File: config.mk
export PLATFORM = sky130hd
export DESIGN_NAME = thermal_protection_monitor
export DESIGN_NICKNAME = d
export VERILOG_FILES = /design/src/rtl/core/tpm_pkg.sv /design/src/rtl/core/tpm_front.sv /design/src/rtl/core/tpm_queue.sv /design/src/rtl/core/tpm_back.sv /design/src/rtl/core/thermal_protection_monitor.sv
export SDC_FILE = /design/constraint.sdc
export NUM_CORES = 1
export LEC_CHECK = 0
export ABC_AREA = 1
export ABC_CLOCK_PERIOD_IN_PS = 4100
export BUFFER_PORTS_ARGS = -buffer_cell sky130_fd_sc_hd__buf_2
export CAP_MARGIN = 25
export CELL_PAD_IN_SITES_DETAIL_PLACEMENT = 1
export CELL_PAD_IN_SITES_GLOBAL_PLACEMENT = 2
export CORE_MARGIN = 2
export CORE_UTILIZATION = 34
export DETAILED_ROUTE_END_ITERATION = 7
export PLACE_DENSITY_LB_ADDON = 0.12
export SYNTH_ARGS = -nofsm -noshare
export SYNTH_HDL_FRONTEND = slang
export SYNTH_SLANG_ARGS = --single-unit
File: constraint.sdc
create_clock -name clk -period 4.1 [get_ports clk]
set_input_delay 0.205 -clock clk [delete_from_list [all_inputs] [get_ports clk]]
set_output_delay 0.205 -clock clk [all_outputs]
set_load 0.01 [all_outputs]
File: src/rtl/core/tpm_pkg.sv
// Shared types, constants and the sample-to-degree conversion of the thermal protection monitor.
`default_nettype none

package tpm_pkg;

    // Width of one raw sample field and the number of sample bits that count
    localparam int INPUT_BITS  = 12;
    localparam int SAMPLE_BITS = 12;
    localparam logic [INPUT_BITS-1:0] SAMPLE_MASK =
        INPUT_BITS'((33'd1 << SAMPLE_BITS) - 33'd1);

    // Degree and threshold width
    localparam int DEG_BITS = 7;
    localparam logic [DEG_BITS-1:0] DEGREE_CAP = 7'd100;

    // Scaled sample 4*s+25 and the clamp point 50*101
    localparam int SUM_BITS = INPUT_BITS + 3;
    localparam logic [SUM_BITS-1:0] SUM_BIAS  = SUM_BITS'(25);
    localparam logic [SUM_BITS-1:0] SUM_CLAMP = SUM_BITS'(5050);

    // Reciprocal of 50: ceil(2^18 / 50), exact for dividends below 5050
    localparam int QUO_BITS   = 13;
    localparam int RECIP_SHIFT = 18;
    localparam logic [QUO_BITS-1:0] RECIP_50 = 13'd5243;

    // APB register map
    localparam int ADDR_BITS = 4;
    localparam logic [1:0] REG_ERROR_THR = 2'd0;
    localparam logic [1:0] REG_HIGH_THR  = 2'd1;
    localparam logic [1:0] REG_LOW_THR   = 2'd2;

    localparam logic [DEG_BITS-1:0] ERROR_THR_RST = 7'd90;
    localparam logic [DEG_BITS-1:0] HIGH_THR_RST  = 7'd80;
    localparam logic [DEG_BITS-1:0] LOW_THR_RST   = 7'd70;

    // Stream payload widths
    localparam int S_DATA_BITS = 40;
    localparam int M_DATA_BITS = 48;

    typedef enum logic [1:0] {
        LVL_SAFE  = 2'd0,
        LVL_WARN1 = 2'd1,
        LVL_WARN2 = 2'd2,
        LVL_ERROR = 2'd3
    } level_t;

    typedef struct packed {
        logic [DEG_BITS-1:0] error_thr;
        logic [DEG_BITS-1:0] high_thr;
        logic [DEG_BITS-1:0] low_thr;
    } thresholds_t;

    // Classified item carried from the front part to the back part
    typedef struct packed {
        level_t              level;
        logic [DEG_BITS-1:0] deg0;
        logic [DEG_BITS-1:0] deg1;
        logic [DEG_BITS-1:0] deg2;
        logic [DEG_BITS-1:0] hottest;
    } entry_t;

    // Result item held in the output register
    typedef struct packed {
        level_t              level;
        logic [31:0]         packed_degrees;
        logic [DEG_BITS-1:0] hottest;
        logic                muted;
        logic                power_cut;
        logic                led_write;
        logic [1:0]          led_code;
    } result_t;

    // Round-half-up of sample / 12.5, clamped to 100
    function automatic logic [DEG_BITS-1:0] to_degree(input logic [INPUT_BITS-1:0] raw);
        logic [INPUT_BITS-1:0]      s;
        logic [SUM_BITS-1:0]        x;
        logic [2*QUO_BITS-1:0]      prod;
        logic [DEG_BITS-1:0]        q;
        s    = raw & SAMPLE_MASK;
        x    = {s, 2'b00} + SUM_BIAS;
        prod = {{QUO_BITS{1'b0}}, x[QUO_BITS-1:0]} * {{QUO_BITS{1'b0}}, RECIP_50};
        q    = prod[RECIP_SHIFT +: DEG_BITS];
        if (x >= SUM_CLAMP)
        begin
            q = DEGREE_CAP;
        end
        else if (q > DEGREE_CAP)
        begin
            q = DEGREE_CAP;
        end
        return q;
    endfunction

endpackage

`default_nettype wire

File: src/rtl/core/tpm_front.sv
// Front part: accepts sample sets, converts them to degrees and classifies the hottest one.
`default_nettype none

module tpm_front
(
    input  wire logic                          clk,
    input  wire logic                          rst_n,
    input  wire logic                          s_tvalid,
    output logic                               s_tready,
    // s_tdata: first_sample[11:0], second_sample[23:12], third_sample[35:24], zero pad
    input  wire logic [tpm_pkg::S_DATA_BITS-1:0] s_tdata,
    input  wire tpm_pkg::thresholds_t          thr,
    input  wire logic                          q_full,
    output logic                               push,
    output tpm_pkg::entry_t                    push_entry
);

    logic                          stage_valid_reg;
    logic                          stage_valid_next;
    logic [tpm_pkg::DEG_BITS-1:0]  deg0_reg;
    logic [tpm_pkg::DEG_BITS-1:0]  deg1_reg;
    logic [tpm_pkg::DEG_BITS-1:0]  deg2_reg;
    logic [tpm_pkg::DEG_BITS-1:0]  hot01;
    logic [tpm_pkg::DEG_BITS-1:0]  hottest;
    tpm_pkg::level_t               level;
    logic                          take;

    // Accept when the stage is empty or moves on this cycle
    assign s_tready = !stage_valid_reg || !q_full;
    assign take     = s_tvalid && s_tready;
    assign push     = stage_valid_reg && !q_full;

    always_comb
    begin
        stage_valid_next = stage_valid_reg;
        if (take)
        begin
            stage_valid_next = 1'b1;
        end
        else if (push)
        begin
            stage_valid_next = 1'b0;
        end
    end

    // Hold the stage valid flag
    always_ff @(posedge clk or negedge rst_n)
    begin
        if (!rst_n)
        begin
            stage_valid_reg <= 1'b0;
        end
        else
        begin
            stage_valid_reg <= stage_valid_next;
        end
    end

    // Register the converted degrees of each channel
    always_ff @(posedge clk)
    begin
        if (take)
        begin
            deg0_reg <= tpm_pkg::to_degree(s_tdata[11:0]);
            deg1_reg <= tpm_pkg::to_degree(s_tdata[23:12]);
            deg2_reg <= tpm_pkg::to_degree(s_tdata[35:24]);
        end
    end

    // Find the hottest channel and classify it from error down to warn1, else safe
    always_comb
    begin
        hot01   = (deg1_reg > deg0_reg) ? deg1_reg : deg0_reg;
        hottest = (deg2_reg > hot01) ? deg2_reg : hot01;
        if (hottest > thr.error_thr)
        begin
            level = tpm_pkg::LVL_ERROR;
        end
        else if (hottest > thr.high_thr)
        begin
            level = tpm_pkg::LVL_WARN2;
        end
        else if (hottest > thr.low_thr)
        begin
            level = tpm_pkg::LVL_WARN1;
        end
        else
        begin
            level = tpm_pkg::LVL_SAFE;
        end
    end

    assign push_entry.level   = level;
    assign push_entry.deg0    = deg0_reg;
    assign push_entry.deg1    = deg1_reg;
    assign push_entry.deg2    = deg2_reg;
    assign push_entry.hottest = hottest;

endmodule

`default_nettype wire

File: src/rtl/core/tpm_queue.sv
// Two-entry queue between the classifying front part and the protection back part.
`default_nettype none

module tpm_queue
(
    input  wire logic            clk,
    input  wire logic            rst_n,
    input  wire logic            push,
    input  wire tpm_pkg::entry_t push_entry,
    output logic                 full,
    input  wire logic            pop,
    output logic                 not_empty,
    output tpm_pkg::entry_t      pop_entry
);

    tpm_pkg::entry_t entries_reg [2];
    logic            wr_ptr_reg;
    logic            wr_ptr_next;
    logic            rd_ptr_reg;
    logic            rd_ptr_next;
    logic [1:0]      count_reg;
    logic [1:0]      count_next;

    assign full      = (count_reg == 2'd2);
    assign not_empty = (count_reg != 2'd0);
    assign pop_entry = entries_reg[rd_ptr_reg];

    // Advance pointers and the fill count
    always_comb
    begin
        wr_ptr_next = wr_ptr_reg ^ push;
        rd_ptr_next = rd_ptr_reg ^ pop;
        count_next  = count_reg + {1'b0, push} - {1'b0, pop};
    end

    always_ff @(posedge clk or negedge rst_n)
    begin
        if (!rst_n)
        begin
            wr_ptr_reg <= 1'b0;
            rd_ptr_reg <= 1'b0;
            count_reg  <= 2'd0;
        end
        else
        begin
            wr_ptr_reg <= wr_ptr_next;
            rd_ptr_reg <= rd_ptr_next;
            count_reg  <= count_next;
        end
    end

    // Store the pushed entry
    always_ff @(posedge clk)
    begin
        if (push)
        begin
            entries_reg[wr_ptr_reg] <= push_entry;
        end
    end

endmodule

`default_nettype wire

File: src/rtl/core/tpm_back.sv
// Back part: applies the error latch, mute and power-cut rules and holds the result register.
`default_nettype none

module tpm_back
(
    input  wire logic            clk,
    input  wire logic            rst_n,
    input  wire logic            q_not_empty,
    input  wire tpm_pkg::entry_t q_entry,
    output logic                 pop,
    output logic                 m_tvalid,
    input  wire logic            m_tready,
    output tpm_pkg::result_t     result
);

    tpm_pkg::level_t  last_level_reg;
    tpm_pkg::level_t  last_level_next;
    logic             mute_reg;
    logic             mute_next;
    logic             cut_reg;
    logic             cut_next;
    logic             out_valid_reg;
    logic             out_valid_next;
    tpm_pkg::result_t result_reg;
    tpm_pkg::result_t result_next;
    logic             led_write;
    logic [1:0]       led_code;

    assign pop      = q_not_empty && (!out_valid_reg || m_tready);
    assign m_tvalid = out_valid_reg;
    assign result   = result_reg;

    // Protection rules for the popped level
    always_comb
    begin
        last_level_next = last_level_reg;
        mute_next       = mute_reg;
        cut_next        = cut_reg;
        led_write       = 1'b0;
        led_code        = 2'd0;
        if (last_level_reg == tpm_pkg::LVL_ERROR)
        begin
            // Latched until the level drops to warn1 or safe
            if (q_entry.level <= tpm_pkg::LVL_WARN1)
            begin
                cut_next        = 1'b0;
                mute_next       = 1'b0;
                led_write       = 1'b1;
                led_code        = q_entry.level;
                last_level_next = q_entry.level;
            end
        end
        else
        begin
            if (q_entry.level != last_level_reg)
            begin
                led_write = 1'b1;
                led_code  = q_entry.level;
                case (q_entry.level)
                    tpm_pkg::LVL_SAFE, tpm_pkg::LVL_WARN1:
                    begin
                        if (last_level_reg > tpm_pkg::LVL_WARN1)
                        begin
                            mute_next = 1'b0;
                        end
                    end
                    tpm_pkg::LVL_WARN2:
                    begin
                        mute_next = 1'b1;
                    end
                    default:
                    begin
                        mute_next = 1'b1;
                        cut_next  = 1'b1;
                    end
                endcase
            end
            last_level_next = q_entry.level;
        end
    end

    // Build the next result and output valid
    always_comb
    begin
        result_next                = result_reg;
        out_valid_next             = out_valid_reg;
        if (pop)
        begin
            result_next.level          = q_entry.level;
            result_next.packed_degrees = {1'b0, q_entry.deg0, 1'b0, q_entry.deg1,
                                          1'b0, q_entry.deg2, 8'd0};
            result_next.hottest        = q_entry.hottest;
            result_next.muted          = mute_next;
            result_next.power_cut      = cut_next;
            result_next.led_write      = led_write;
            result_next.led_code       = led_code;
            out_valid_next             = 1'b1;
        end
        else if (m_tready)
        begin
            out_valid_next = 1'b0;
        end
    end

    // Hold protection state and the output register
    always_ff @(posedge clk or negedge rst_n)
    begin
        if (!rst_n)
        begin
            last_level_reg <= tpm_pkg::LVL_SAFE;
            mute_reg       <= 1'b0;
            cut_reg        <= 1'b0;
            out_valid_reg  <= 1'b0;
        end
        else
        begin
            if (pop)
            begin
                last_level_reg <= last_level_next;
                mute_reg       <= mute_next;
                cut_reg        <= cut_next;
            end
            out_valid_reg <= out_valid_next;
        end
    end

    always_ff @(posedge clk)
    begin
        result_reg <= result_next;
    end

    // Power is cut exactly while the error latch is held
    assert property (@(posedge clk) disable iff (!rst_n)
        cut_reg == (last_level_reg == tpm_pkg::LVL_ERROR))
    else $error("power cut out of step with error latch");

    // A cut always comes with mute
    assert property (@(posedge clk) disable iff (!rst_n)
        cut_reg |-> mute_reg)
    else $error("power cut without mute");

    // An issued LED code names the reported level, otherwise it is none
    assert property (@(posedge clk) disable iff (!rst_n)
        out_valid_reg |-> (result_reg.led_write ? (result_reg.led_code == result_reg.level)
                                                : (result_reg.led_code == 2'd0)))
    else $error("LED code does not match level");

endmodule

`default_nettype wire

File: src/rtl/core/thermal_protection_monitor.sv
// Top level of the thermal protection monitor: APB thresholds, front, queue and back parts.
// Path: each input transfer passes the degree stage, the queue and the output register
// before its result is offered on m_tvalid.
// Throughput: one sample set per cycle unless m_tready stalls the output and the queue
// fills; the degree stage holds three reciprocal multipliers.
// Reset (rst_n low, asynchronous): thresholds return to 90/80/70, level to safe,
// unmuted, power on, queue and output register empty.
`default_nettype none

module thermal_protection_monitor
(
    input  wire logic                            clk,
    input  wire logic                            rst_n,
    input  wire logic                            psel,
    input  wire logic                            penable,
    input  wire logic                            pwrite,
    input  wire logic [tpm_pkg::ADDR_BITS-1:0]   paddr,
    input  wire logic [31:0]                     pwdata,
    output logic [31:0]                          prdata,
    output logic                                 pready,
    input  wire logic                            s_tvalid,
    output logic                                 s_tready,
    // s_tdata: first_sample[11:0], second_sample[23:12], third_sample[35:24], zero pad
    input  wire logic [tpm_pkg::S_DATA_BITS-1:0] s_tdata,
    output logic                                 m_tvalid,
    input  wire logic                            m_tready,
    // m_tdata: level[1:0], packed_degrees[33:2], hottest_degree[40:34], muted[41],
    // power_cut[42], led_write[43], led_code[45:44], zero pad
    output logic [tpm_pkg::M_DATA_BITS-1:0]      m_tdata
);

    tpm_pkg::thresholds_t thr_reg;
    tpm_pkg::thresholds_t thr_next;
    logic                 cfg_write;
    logic                 q_full;
    logic                 push;
    tpm_pkg::entry_t      push_entry;
    logic                 pop;
    logic                 q_not_empty;
    tpm_pkg::entry_t      q_entry;
    tpm_pkg::result_t     result;

    assign pready    = 1'b1;
    assign cfg_write = psel && penable && pwrite && pready;

    // Decode threshold writes
    always_comb
    begin
        thr_next = thr_reg;
        if (cfg_write)
        begin
            case (paddr[3:2])
                tpm_pkg::REG_ERROR_THR: thr_next.error_thr = pwdata[tpm_pkg::DEG_BITS-1:0];
                tpm_pkg::REG_HIGH_THR:  thr_next.high_thr  = pwdata[tpm_pkg::DEG_BITS-1:0];
                tpm_pkg::REG_LOW_THR:   thr_next.low_thr   = pwdata[tpm_pkg::DEG_BITS-1:0];
                default:                thr_next = thr_reg;
            endcase
        end
    end

    always_ff @(posedge clk or negedge rst_n)
    begin
        if (!rst_n)
        begin
            thr_reg.error_thr <= tpm_pkg::ERROR_THR_RST;
            thr_reg.high_thr  <= tpm_pkg::HIGH_THR_RST;
            thr_reg.low_thr   <= tpm_pkg::LOW_THR_RST;
        end
        else
        begin
            thr_reg <= thr_next;
        end
    end

    // Read back thresholds
    always_comb
    begin
        case (paddr[3:2])
            tpm_pkg::REG_ERROR_THR: prdata = {25'd0, thr_reg.error_thr};
            tpm_pkg::REG_HIGH_THR:  prdata = {25'd0, thr_reg.high_thr};
            tpm_pkg::REG_LOW_THR:   prdata = {25'd0, thr_reg.low_thr};
            default:                prdata = 32'd0;
        endcase
    end

    tpm_front u_front
    (
        .clk        (clk),
        .rst_n      (rst_n),
        .s_tvalid   (s_tvalid),
        .s_tready   (s_tready),
        .s_tdata    (s_tdata),
        .thr        (thr_reg),
        .q_full     (q_full),
        .push       (push),
        .push_entry (push_entry)
    );

    tpm_queue u_queue
    (
        .clk        (clk),
        .rst_n      (rst_n),
        .push       (push),
        .push_entry (push_entry),
        .full       (q_full),
        .pop        (pop),
        .not_empty  (q_not_empty),
        .pop_entry  (q_entry)
    );

    tpm_back u_back
    (
        .clk         (clk),
        .rst_n       (rst_n),
        .q_not_empty (q_not_empty),
        .q_entry     (q_entry),
        .pop         (pop),
        .m_tvalid    (m_tvalid),
        .m_tready    (m_tready),
        .result      (result)
    );

    // Pack the result fields, with the level in the lowest bits
    assign m_tdata = {2'b00, result.led_code, result.led_write, result.power_cut,
                      result.muted, result.hottest, result.packed_degrees, result.level};

endmodule

`default_nettype wire

Word level (Yosys, flattened, before mapping):

Memory sizes are Yosys's and may differ from the RTL's.
Index checks and enable logic that the tools add are counted.

* memories: 1
* RAM bits: 60
* output and inout bits: 83
* register bits: 87
* word-level logic and storage cells: 106

* bitwise gates (word level): 2
* order comparisons: 13
* multiply operators: 3
* $add $sub $neg: 5
* reduce and logical (&&, ||, !) cells: 24
* equality and inequality tests: 8
* multiplexer cells: 29

Memories
* u_queue.entries_reg: words 2, bits a word 30, rd ports 1, clocked after memory_dff 0, write ports 1, RTL line tpm_queue.sv:16 `tpm_pkg::entry_t entries_reg [2];`

Operators by type and width (count)
* multiplier 13 x 13 -> 25 bit (second input constant): 3
* adder 14 x 5 -> 15 bit (second input constant): 3
* greater-or-equal comparator 15 x 13 -> 1 bit (second input constant): 3
* > comparator 7 bit: 5
* > comparator 7 bit (second input constant): 3
* case mux 7 bit (3 select lines): 1
* 2-to-1 mux 1 bit: 19
* 2-to-1 mux 2 bit: 7
* 2-to-1 mux 7 bit: 2
* == test 2 bit (second input constant): 4
* AND reduction 2 bit: 4
* OR reduction 2 bit: 4
* nonzero test 2 bit: 3
* logical AND 1 bit: 5
* == test 2 x 1 -> 1 bit (second input constant): 2
* logical NOT 2 bit: 2
* logical NOT 1 bit: 3
* OR reduction 3 bit: 1
* adder 2 x 1 -> 2 bit: 1
* > comparator 2 x 1 -> 1 bit (second input constant): 1
* <= comparator 2 x 1 -> 1 bit (second input constant): 1
* logical OR 1 bit: 2
* != test 2 bit: 1
* != test 2 bit (second input constant): 1
* 2 further kinds: 3

Logic depth before layout (Yosys ltp):

Gate-level depths: netlist of run 1.

* depth in word-level cells: 8
* gate-level depth with buffers: 35
* gate-level depth less buffers: 35

By module:

A second synthesis of run 1 with hierarchy kept.

* cell total of the unflattened synthesis: 2027
* area total of the unflattened synthesis: 17360.4 um^2

Modules (own cells, without submodules)
* tpm_front: seq. area each 655.6 um^2, instances 1, cells an instance 1595, area each 12150.4 um^2
* tpm_queue: seq. area each 1901.8 um^2, instances 1, cells an instance 181, area each 2566.2 um^2
* tpm_back: seq. area each 1176.1 um^2, instances 1, cells an instance 91, area each 1445.1 um^2
* thermal_protection_monitor: seq. area each 536.8 um^2, instances 1, cells an instance 160, area each 1198.6 um^2

Worst setup path before layout of run 1:

Ideal clock, no wire load.

* kind: input to register
* start: in s_tdata[13] in the netlist's numbering
* end: reg u_front.deg1_reg[2] in the netlist's numbering, data pin
* buffers on the path: 0
* cell stages on the path: 31
* slack: -1.346 ns
* arrival time: 5.183 ns
* path through: inv_1 > ha_1 > inv_1 > nand3_1 > or2_1 > nor2_1 > nand2_1 > xor2_1 > inv_1 > fa_1 > inv_1 > ha_1 > inv_1 > fa_1 > fa_1 > fa_1 > inv_1 > ha_1 > nand2_1 > inv_1 > nand3_1 > nor3_1 > nand2_1 > nand2_1 > nand2_1 > nand2_1 > nand2_1 > nand2_1 > nand3_1 > nand2_2 > nand3b_1

* cells in the longest elaborated chain, start to end: 4

Ends and longest elaborated chain
* start, declared: RTL line thermal_protection_monitor.sv:24 `input wire logic [tpm_pkg::S_DATA_BITS-1:0] s_tdata,`
* adder 14 x 5 -> 15 bit (*): RTL line tpm_pkg.sv:80 `x = {s, 2'b00} + SUM_BIAS;`
* multiplier 13 x 13 -> 25 bit: RTL line tpm_pkg.sv:81 `prod = {{QUO_BITS{1'b0}}, x[QUO_BITS-1:0]} * {{QUO_BITS{1'b0}}, RECIP_50};`
* > comparator 7 bit: RTL line tpm_pkg.sv:87 `else if (q > DEGREE_CAP)`
* OR reduction 2 bit (no source line)
* end signal, assigned: RTL line tpm_front.sv:65 `deg1_reg <= tpm_pkg::to_degree(s_tdata[23:12]);`
* end, declared: RTL line tpm_front.sv:21 `logic [tpm_pkg::DEG_BITS-1:0] deg1_reg;`

Mark *: on every way between the ends. The rest lies on a longest branch, timed or not.
A chain may end at the register's enable or synchronous reset.

Worst setup path in the final report of run 1:

Same ends and word-level chain as after synthesis.

==> results of run 1 <==
[cell families after synthesis]
logic type               count (synthesis)
adder cells (fa/ha/maj)                430
flip-flops                             147
AND/OR/NAND/NOR                        690
XOR/XNOR                                42
buffers and inverters                  517
other                                    2
AO/OA/AOI/OAI                          158
[repair_timing]
action | CTS | global route
buffers inserted | 21 | 23
endpoints found under the setup margin | 25 | 25
gates cloned | 1 | 0
resized for setup | 115 | 179
hold buffers | 1 | 0
endpoints found under the hold margin | 22 | 0
pin swaps | 84 | 120
[worst paths after layout]
kind,to,cells after the start,slack [ns]
worst max-delay path,u_front.deg1_reg[2]$_SDFFCE_PP1P_,32,-0.85
worst min-delay path,u_back.m_tvalid$_DFFE_PN0P_,4,0.04
worst max register to register,u_queue.entries_reg[1][28]$_DFFE_PP_,25,0.06
worst min register to register,thr_reg[13]$_DFFE_PN1P_,2,0.49
max in group asynchronous,thr_reg[0]$_DFFE_PN0P_,2,3.23
min in group asynchronous,u_back.mute_reg$_DFFE_PN0P_,2,0.39
[layout by cell type (no fill, tap or decap), types with 49 or more instances in the layout]
master,Yosys,final
nand2_1,447,377
nand3_1,65,49
nand2_2,17,75
nor2_1,82,52
buf_2,0,89
edfxtp_1,116,116
buf_4,39,359
inv_1,459,413
fa_1,131,128
ha_1,299,254
[worst reg2reg max path, delay by kind of cell, from the launching register on]
kind / cells / cell delay, ns
AOI/OAI and AO/OA: 8 / 0.97
adders and majority gates: 3 / 0.87
buffers and inverters: 4 / 0.56
DFF: 1 / 0.46
and+or+nand+nor: 10 / 0.90
[routing by layer]
layer	part of all wire	GRT usage
met4	0.012	0.0312
met1	0.47	0.233
met3	0.015	0.0120
met2	0.51	0.312
met5	0	0
[per-stage QoR]
stage / utilization / hold WS, ns / setup TNS, ns
after CTS: 0.453 / 0.0227 / -16.02
after floorplan: - / -0.0906 / -18.48
after global placement: 0.428 / 0.302 / -29.87
after detailed placement: 0.428 / 0.315 / -31.03
after global routing: 0.472 / 0.0491 / -21.60
final: 0.472 / 0.0359 / -15.20
[layout make-up]
class	instances	area (um^2)
multi-input cells	1360	12200
inverters	467	1840
fillers	5784	26000
well taps	664	831
clock inverters	15	170
repair buffers	468	3430
clock buffers	17	425
flip-flops and latches	147	4270
==> results.md, run 1 <==
* Status: finished with violations
* Failing checks: negative setup slack
* DIE HEIGHT at between 200 and 250 um
* Synth Area in Simple Gates at 0.175
* Vias in the first global route at between 10000 and 15000
* WS Path Type: input pin to flop
* Post-Place Cell Area at 21000 um^2
* Syn. warnings at 0
* TritonCTS clock tree: yes
* Design area at approximately 23000 um^2
* Clk root buf: clkbuf_16
* CTS H-tree lvls at 4
* Fmax at roughly 200 MHz
* Post-DRT Antenna Nets at 0
* CP peak stage delay at 0.53 ns
* Row Count at 81
* Largest fanout on the critical path at 5
* Synth Register Bits at roughly 150
* Ranking of synthesized cells by area: ha_1 22%, edfxtp_1 20%, fa_1 15%
* Slowest stage cell, crit path: fa_1
* # placed instances at between 3000 and 4000
* Critical path required time at roughly 4.3 ns
* Worst Clk Skew at 0.00928 ns
* Sequential fraction of the synthesis area at 0.251
* Final period utilization at 1.21
* Clk_lat worst skew at between 0.4 and 0.5 ns
* Setup-failing EPs final at 21
* Post-place setup slack at -1.52 ns
* Number of vias per cell at 4.46
* Global-route wire length before repair at 72.7 mm
* Top delay family on crit path: adder cells
* Largest family of logic cells by synthesized area: adder cells
* DR pass1 iterations at 5
* Synth Instances at roughly 2000
* Buf/Inv on CP at 8
* Final hold violations at 0
* Largest net degree at the start of global routing at 40
* Fraction of layout cells with a size suffix above 1 at 0.342
* Mapped Area at roughly 17000 um^2
* P&R area growth vs syn at 36.4%
* Minimum clock period at just under 5 ns
* Die W at 228 um
* Top FF cell, synth: edfxtp_1
* Antenna violations before repair at 0
* Avg Cell Area, Syn at approximately 8.6 um^2
* Cts bufs inserted at 17
* Netlist cell types at 53
* # DRC at 0
* Adder-cell share of the synthesized area at 0.374
* Yosys top cell area share at 0.220
* Clock Path Buffers at 2
* Non-Filler Instances at roughly 3100
* XOR/XNOR Fraction of Synth Area at 0.0221
* Worst hold path class: input pin to flop
* Unrepaired setup endpoints after global routing: true
* Placeable core area at around 50000 um^2
* Starting DRT DRC Count at a little under 400
* Placer Congestion at just under 0.9
* Drt total wl at roughly 44 mm
* Crit path launch: s_tdata[13]
* Worst-margin pin slew at ~0.79 ns
* Final Max Slew Viols at 0
* IO Pins at approximately 170
* Commonest cells post-synth: 459 x inv_1, 447 x nand2_1, 299 x ha_1
* Crit start category: input pin
* Max-Cap Viols at 0
* Die area at between 50000 and 60000 um^2
* Most numerous cell in the Yosys netlist: inv_1
* Largest register FFs at 60
* WL/cell at roughly 14 um
* Data arrival, critical path at 5.12 ns
* Reg-to-reg startpoint: u_front.deg1_reg[2]$_SDFFCE_PP1P_
* Half-perimeter wire length after placement at around 38 mm
* Asr flop ratio synth at 0.211
* IO Port Bufs at 95
* Post-synthesis compound-gate area fraction at 0.0543
* Via count at 14000
* Fraction of synthesized area in multiplexers at 0
* Diode count at 0
* Hold path start: m_tready
* GRT overflow at 0
* Initial core utilization at 0.346
* Layout Nets at approximately 3000
* Relative slew slack at 0.470
* Final WS setup at -0.847 ns
* Total track usage at 0.174
* Post-synth EDFFs at around 120
* Clock transition at path regs at about 0.06 ns
* TritonCTS Sinks at approximately 150
* Yosys top cell by area: ha_1
* CP Capture Type: flop
* Crit-path most repeated cell: nand2_2
Power of run 1 is left out: the tool's default activity adds up to more than one toggle a clock period on the data nets, which glitch-free logic cannot reach.
==> run 2: changes to the inputs <==
--- a/config.mk
+++ b/config.mk
@@ -7,13 +7,14 @@
 export LEC_CHECK = 0
 export ABC_AREA = 1
 export ABC_CLOCK_PERIOD_IN_PS = 4100
-export BUFFER_PORTS_ARGS = -buffer_cell sky130_fd_sc_hd__buf_2
 export CAP_MARGIN = 25
 export CELL_PAD_IN_SITES_DETAIL_PLACEMENT = 1
 export CELL_PAD_IN_SITES_GLOBAL_PLACEMENT = 2
 export CORE_MARGIN = 2
-export CORE_UTILIZATION = 34
+export CORE_UTILIZATION = 37
+export CTS_BUF_LIST = sky130_fd_sc_hd__clkbuf_2
 export DETAILED_ROUTE_END_ITERATION = 7
+export DONT_BUFFER_PORTS = 1
 export PLACE_DENSITY_LB_ADDON = 0.12
 export SYNTH_ARGS = -nofsm -noshare
 export SYNTH_HDL_FRONTEND = slang
==> results.md, run 2 (same netlist as run 1, synthesis figures left out) <==
* Multi-input gate area at between 10000 and 15000 um^2
* Minimum clock period at between 4 and 5 ns
* Max-Cap Viols at 0
* Placer Congestion at roughly 0.86
* Drt total wl at 45.9 mm
* Vias in the first global route at around 15000
* CTS H-tree lvls at 4
* GRT overflow at 0
* Unrepaired setup endpoints after global routing: true
* Fraction of layout cells with a size suffix above 1 at 0.326
* Initial core utilization at 0.375
* Starting DRT DRC Count at 400
* Worst r2r path cells at 26
* IO Port Bufs at 0
* Slowest stage cell, crit path: a21oi_4
* WL/cell at 15.3 um
* Largest register FFs at 60
* Data arrival, critical path at roughly 5.1 ns
* # DRC at 0
* Relative slew slack at 0.461
* Fmax at between 200 and 250 MHz
* WS Path Type: input pin to flop
* Failing checks: negative setup slack
* Worst hold path class: input pin to flop
* Global-route wire length before repair at around 74 mm
* Largest fanout on the critical path at 4
* Worst-margin pin slew at just over 0.8 ns
* Final WS setup at -0.479 ns
* Status: finished with violations
* P&R area growth vs syn at 33.1%
* Via count at 13800
* Number of fill cells in the layout at approximately 5300
* Hold Crit Depth at 6
* Crit-path most repeated cell: buf_4
* WP depth at 39
* Worst Clk Skew at 0.0390 ns
* Buf/Inv on CP at 31
* Setup-failing EPs final at 25
* # placed instances at around 2900
* Largest net degree at the start of global routing at 39
* Crit start category: input pin
* Layout Nets at 2900
* Clock transition at path regs at about 0.26 ns
* Row Count at 78
* Critical path required time at 4.62 ns
* Final Max Slew Viols at 0
* Post-DRT Antenna Nets at 0
* DR pass1 iterations at 7
* M2 GR Usage at 0.343
* Clk root buf: clkbuf_2
* Final hold violations at 0
* Clock Path Buffers at 2
* Die W at roughly 220 um
* FF+latch area at about 4300 um^2
* Commonest non-fill, non-tap cell in the layout: inv_1
* Total track usage at 0.192
* CP peak stage delay at around 0.28 ns
* Clk_lat worst skew at ~0.76 ns
* Die area at 47700 um^2
* TritonCTS clock tree: yes
* Cts bufs inserted at 17
* Non-Filler Instances at 3001
* GR peak layer: met2
* Antenna violations before repair at 1
* Met1 Resource Use GR at 0.259
* Half-perimeter wire length after placement at 37.5 mm
* Met3 usage at 0.0150
* Most frequent cells in the layout: 411 x inv_1, 368 x nand2_1, 360 x buf_4, 248 x ha_1, 126 x fa_1
* Placeable core area at ~45000 um^2
* IO Pins at approximately 170
* CP Capture Type: flop
* Number of vias per cell at about 4.6
* DIE HEIGHT at between 200 and 250 um
* Top delay family on crit path: buffers and inverters
* Final period utilization at 1.12
* TritonCTS Sinks at around 150
* Hold slack at a little over 0.08 ns
[run 2: path summary, 6_finish.rpt]
path	startpoint	to	slack, ns
max in group asynchronous	rst_n	thr_reg[17]$_DFFE_PN1P_	3.35
min in group asynchronous	rst_n	thr_reg[4]$_DFFE_PN0P_	0.52
setup / recovery	s_tdata[2]	u_front.deg0_reg[2]$_SDFFCE_PP1P_	-0.48
hold reg to reg	thr_reg[1]$_DFFE_PN1P_	thr_reg[1]$_DFFE_PN1P_	0.51
hold / removal	s_tdata[10]	u_front.deg0_reg[5]$_SDFFCE_PP1P_	0.08
setup reg to reg	u_front.deg1_reg[2]$_SDFFCE_PP1P_	u_queue.entries_reg[1][28]$_DFFE_PP_	-0.17
[run 2: tightest hold or removal path, cell delays in order]
cell and delay [ns]:
inv_1 0.06, buf_4 0.12, nor3_4 0.04, o21ai_2 0.16
a21oi_4 0.07, nand3_2 0.07
[run 2: per-layer routing]
layer,up-vias,share of wire
met5,-,0
met4,0,0.0088
met3,33,0.013
met2,137,0.51
met1,6735,0.47
li1,6943,-
[run 2: stage by stage]
stage	worst slack (ns)	utilization	setup TNS, ns	area [um^2]
4_1_cts	-0.346	0.477	-4.26	21700
3_5_place_dp	-1.31	0.446	-27.90	20200
2_1_floorplan	-0.978	-	-18.48	17600
6_report	-0.479	0.499	-7.32	22600
5_1_grt	-0.524	0.499	-10.70	22600
3_3_place_gp	-1.29	0.446	-26.03	20200
[run 2: timing repair]
action / CTS / global route
endpoints found under the hold margin: 78 / 0
hold buffers: 21 / 0
setup endpoints to repair: 25 / 25
buffers inserted: 57 / 23
resized for setup: 125 / 194
pin swaps: 106 / 133
[run 2: layout make-up]
type | count | area share
inverters | 467 | 0.0814
clock inverters | 15 | 0.00691
multi-input cells | 1359 | 0.549
well taps | 600 | 0.0332
clock buffers | 17 | 0.00376
repair buffers | 395 | 0.137
diodes | 1 | 0.000111
flip-flops and latches | 147 | 0.189
Power of run 2 is left out for the same reason.
